`src/hdl/pfa_pkg.sv`:
```
// Package for the pressure frame to altitude block.
// Holds widths, reset values, status codes and fixed-point constants.
// Depends on nothing.
package pfa_pkg;
  localparam int CHAR_W = 8;
  localparam int REF_W = 20;
  localparam int SCALE_W = 21;
  localparam int LAUNCH_W = 21;
  localparam int ALT_W = 25;
  localparam int STATUS_W = 2;
  localparam int POS_W = 6;
  localparam int ACC_W = 20;
  localparam int CFG_IDX_W = 2;
  localparam int CFG_DATA_W = 21;
  localparam int LOG_W = 33;
  localparam int FRAC_BITS = 28;
  localparam int DIGITS_IN_WINDOW = 6;
  localparam int FRAME_LENGTH_DEF = 9;
  localparam int FIRST_DIGIT_POSITION_DEF = 2;
  localparam logic [POS_W-1:0] POS_MAX = 6'd63;
  localparam logic [ACC_W-1:0] ACC_MAX = 20'd999999;
  localparam logic [REF_W-1:0] REF_RESET = 20'd101325;
  localparam logic [SCALE_W-1:0] SCALE_RESET = 21'd843179;
  localparam logic [LAUNCH_W-1:0] LAUNCH_RESET = 21'd0;
  localparam logic [29:0] LN2_Q30 = 30'd744261118;
  localparam logic signed [ALT_W-1:0] ALT_MIN = -25'sd2000000;
  localparam logic signed [ALT_W-1:0] ALT_MAX = 25'sd10000000;
  localparam logic [CHAR_W-1:0] CH_SEMI = 8'h3B;
  localparam logic [CHAR_W-1:0] CH_ZERO = 8'h30;
  localparam logic [CHAR_W-1:0] CH_NINE = 8'h39;
  localparam logic [CFG_IDX_W-1:0] CFG_REF = 2'd0;
  localparam logic [CFG_IDX_W-1:0] CFG_SCALE = 2'd1;
  localparam logic [CFG_IDX_W-1:0] CFG_LAUNCH = 2'd2;
  localparam logic [STATUS_W-1:0] ST_OK = 2'd0;
  localparam logic [STATUS_W-1:0] ST_FORMAT = 2'd1;
  localparam logic [STATUS_W-1:0] ST_NOPRES = 2'd2;

  typedef enum logic [1:0] {JOB_COMPUTE, JOB_FORMAT, JOB_NOPRES, JOB_NOREF} job_kind_t;

  typedef struct packed {
    job_kind_t kind;
    logic [ACC_W-1:0] pressure;
  } job_t;
endpackage

```
`src/hdl/pfa_queue.sv`:
```
// Two-entry queue of classified frame jobs between front and back end.
// Depends on pfa_pkg.
module pfa_queue (
  input  logic clk,
  input  logic rst_n,
  input  logic wr_valid,
  output logic wr_ready,
  input  pfa_pkg::job_t wr_job,
  output logic rd_valid,
  input  logic rd_ready,
  output pfa_pkg::job_t rd_job
);
  pfa_pkg::job_t mem_r [2];
  logic wp_r, rp_r;
  logic [1:0] cnt_r;
  logic wr, rd;

  assign wr_ready = cnt_r != 2'd2;
  assign rd_valid = cnt_r != 2'd0;
  assign rd_job = mem_r[rp_r];
  assign wr = wr_valid && wr_ready;
  assign rd = rd_valid && rd_ready;

  always_ff @(posedge clk) begin
    if (wr) begin
      mem_r[wp_r] <= wr_job;
    end
  end

  always_ff @(posedge clk) begin
    if (!rst_n) begin
      wp_r <= 1'b0;
      rp_r <= 1'b0;
      cnt_r <= 2'd0;
    end else begin
      if (wr) wp_r <= ~wp_r;
      if (rd) rp_r <= ~rp_r;
      cnt_r <= cnt_r + {1'b0, wr} - {1'b0, rd};
    end
  end
endmodule

```
`config.mk`:
```
export PLATFORM = sky130hd
export DESIGN_NAME = pfa_queue
export DESIGN_NICKNAME = d
export VERILOG_FILES = /design/src/hdl/pfa_pkg.sv /design/src/hdl/pfa_queue.sv
export SDC_FILE = /design/constraint.sdc
export NUM_CORES = 1
export LEC_CHECK = 0
export BUFFER_PORTS_ARGS = -buffer_cell sky130_fd_sc_hd__buf_2
export CAP_MARGIN = 30
export CORE_ASPECT_RATIO = 1.2
export CORE_MARGIN = 3
export CORE_UTILIZATION = 50
export CTS_CLUSTER_DIAMETER = 200
export DETAILED_ROUTE_END_ITERATION = 10
export GPL_TIMING_DRIVEN = 0
export PLACE_DENSITY = 0.77
export SETUP_SLACK_MARGIN = 0.2
export SYNTH_ARGS = -nofsm -noshare
export SYNTH_HDL_FRONTEND = slang
export SYNTH_SLANG_ARGS = --single-unit
```
`constraint.sdc`:
```
create_clock -name clk -period 4.6 [get_ports clk]
set_input_delay 0.69 -clock clk [delete_from_list [all_inputs] [get_ports clk]]
set_output_delay 0.69 -clock clk [all_outputs]
set_load 0.01 [all_outputs]
```
==> out/results.env <==
RUN_STATUS='completed'
CRITPATHMAXFANOUT=10
WORSTMARGINPINSLEW_NS=0.454
GLOBAL_ROUTE_USAGE_OVER_ALL_LAYERS=0.138
RESIZED_CELLS_POST_CTS=0
SYNTHESIS_WARNING_TOTAL=0
DIE_AREA_SQ_UM=4400
MAXSLEWVIOLCOUNT=0
HOLD_CLASS='reg2reg'
STARTING_DENSITY_OF_THE_CORE=0.531
ROUTED_VIA_DENSITY=5.11
DRIVE_GT1_FRAC=0.550
MAPPEDNETLISTNETS=120
P_TOTAL_mW=1.14
SKEW_NS=0.00413
PORTBUFFERS=49
CTS_TREE='built'
YS_FF_LATCH=49
CP_DATA_ARRIVAL_TIME_NS=1.38
SLEW_HEADROOM=0.697
GRT_OVERFLOW_TOTAL=0
ACHIEVABLE-FREQUENCY_MHz=484
N_FILL_CELL=250
FINISH.NET_COUNT=178
POSTCTSSETUPBUFFERS=0
POST_SYNTH_INST_COUNT=92
POWER_PER_CELL_AREA_nW_PER_UM2=509
GRT_ANTENNA_BEFORE_REPAIR=0
SYNTH-SEQ-AREA-SHARE=0.781
RSZ0062_AT_GRT='false'
MAXIMUM_NUMBER_OF_PINS_ON_ONE_NET_BEFORE_GLOBAL_ROUTE_REPAIR=23
DIODES=0
WL_PER_CELL_UM=15.5
FINAL_ANTENNA_VIOLATING_NET_COUNT=0
FINAL.MIN_CLOCK_PERIOD_NS=2.07
ROUTE.DETAILED.DRC=0
POST_SYNTH.CELL_AREA_AVG_SQ_UM=19.8
YOSYS.CELL_TYPES.COUNT=16
WORSTSKEWPAIRLATENCY_NS=0.29
STATIC-LEAKAGE-POWER_nW=0.861
ROUTED_WL_MM=2.91
TIMING.CRITICAL_PATH.REQUIRED_NS=3.91
FINAL-SETUP-VIOL-COUNT=0
CORE_REGION_AREA_SQ_UM=3420
CTS.SINK_COUNT=49
SETUP.WORST_PATH.START_CLASS='flop'
TOTAL_NEGATIVE_SLACK_FOR_SETUP_CHECKS_NS=0
DRV_CAP=0
CLOCK_PATH_BUFFERS=2
TYPE_OF_DESTINATION_OF_THE_CRITICAL_PATH='primary output'
LAYOUT_COMMON_CELLS='sky130_fd_sc_hd__buf_2, sky130_fd_sc_hd__edfxtp_1, sky130_fd_sc_hd__mux2_2'
CTS_INSERTED_BUFFERS=5
ROOT_BUFFER='sky130_fd_sc_hd__clkbuf_8'
CTS_HTREE_LEVELS=2
WORSTSETUPPATHTYPE='reg2out'
PLACEMENTROWS=23
GRT_PASS1_WL_MM=4.40
GP_CONGESTION=0.658
ROUTE.VIAS.TOTAL=961
POST-DP-HPWL_MM=2.03
DR.PASS1.ITERS=4
LAYOUT.CELLS.MOST_COMMON='sky130_fd_sc_hd__buf_2'
IO_PINS=50
FIN_CRIT_SH=0.450
DIE_X_UM=61.1
MULTI_INPUT_COMB_AREA_SQ_UM=382
FINAL_CORE_UTIL=0.653
AREA_DELTA_SYNTH_FINAL_PCT=22.9
TOTAL_OF_HOLD_BUFFERS_INSERTED_AFTER_CLOCK_TREE_SYNTHESIS=0
DRTITER0DRC=31
WORST_IR_DROP_VDD_V=0.000314
PATH_CLK_SLEW_NS=0.08
FINALHOLDVIOLCOUNT=0
SYN_AREA_SQ_UM=1820
DIE_H_UM=72.1
LAYOUT.AREA.SEQ_SQ_UM=1420
VIAS_IN_THE_FIRST_GLOBAL_ROUTE=981
## worst max-delay path: stages (launching register included)
cell,delay [ns]
sky130_fd_sc_hd__dfxtp_1,0.39
sky130_fd_sc_hd__buf_4,0.22
sky130_fd_sc_hd__mux2_2,0.35
sky130_fd_sc_hd__buf_2,0.14
## worst paths after layout
| kind | start | slack, ns | cells after the start | to |
|---|---|---|---|---|
| worst max-delay path | flop | 2.53 | 3 | rd_job[4] |
| worst min-delay path | wp_r | 0.52 | 2 | wp_r |
| worst max register to register | cnt_r[0] | 2.90 | 8 | cnt_r[1] |
| worst min register to register | wp_r | 0.52 | 2 | wp_r |
## report_power, final
group | switching [mW] | internal, mW
combinational | 0.157 | 0.165
clock | 0.124 | 0.108
sequential | 0.0243 | 0.560
total | 0.305 | 0.834
## layer usage
metal / vias to the layer above / GRT usage / wire, um
met5: - / 0 / 0
met4: 0 / 0.0458 / 10
met3: 2 / 0.0516 / 146
met2: 26 / 0.246 / 1630
met1: 470 / 0.146 / 1130
li1: 463 / - / -
## synth_stat cells
cell	instances	share of area
sky130_fd_sc_hd__dfxtp_1	5	0.055
sky130_fd_sc_hd__and2_1	2	0.0069
sky130_fd_sc_hd__mux2i_1	1	0.0055
sky130_fd_sc_hd__inv_1	1	0.0021
sky130_fd_sc_hd__and3_1	1	0.0034
sky130_fd_sc_hd__xnor2_1	3	0.014
sky130_fd_sc_hd__ha_1	2	0.014
sky130_fd_sc_hd__edfxtp_1	44	0.73
sky130_fd_sc_hd__mux2_2	22	0.14
sky130_fd_sc_hd__nor2_1	1	0.0021
sky130_fd_sc_hd__o21a_2	1	0.0048
sky130_fd_sc_hd__buf_4	2	0.0083
sky130_fd_sc_hd__nand2_1	2	0.0041
sky130_fd_sc_hd__nor2b_1	2	0.0069
sky130_fd_sc_hd__or2_2	1	0.0034
sky130_fd_sc_hd__nand2b_1	2	0.0069
## stage by stage
stage / instances / setup slack (ns) / hold slack, ns / instance area, sq um
detailed placement: 179 / 2.53 / 0.508 / 2130
global route: 188 / 2.44 / 0.555 / 2240
finish: 188 / 2.53 / 0.519 / 2240
CTS: 187 / 2.51 / 0.520 / 2210
global placement: 178 / 1.94 / 0.469 / 2110
floorplan: 92 / 2.47 / 0.455 / 1820
## cell type report
type,instances,area share
Sequential cell,49,0.636
Multi-Input combinational cell,40,0.171
Timing Repair Buffer,51,0.129
Clock buffer,8,0.0358
Tap cell,37,0.0207
Buffer,2,0.00672
Inverter,1,0.00168
## registers in the layout, indices dropped and copies added, names as in the netlist, named ones only
register,count
rp_r,1
cnt_r,2
mem_r,44
wp_r,1
## cells by family (layout without fill, tap and decap cells)
logic type               after synthesis  in the layout  share of synthesized area
AO/OA/AOI/OAI                          1              1                    0.00482
XOR/XNOR                               3              3                     0.0144
adder cells (fa/ha/maj)                2              2                     0.0138
buffers and inverters                  3             62                     0.0103
flip-flops                            49             49                      0.781
multiplexers                          23             23                      0.142
AND/OR/NAND/NOR                       11             11                     0.0337
Note: power is estimated with default switching activity, not from simulation.
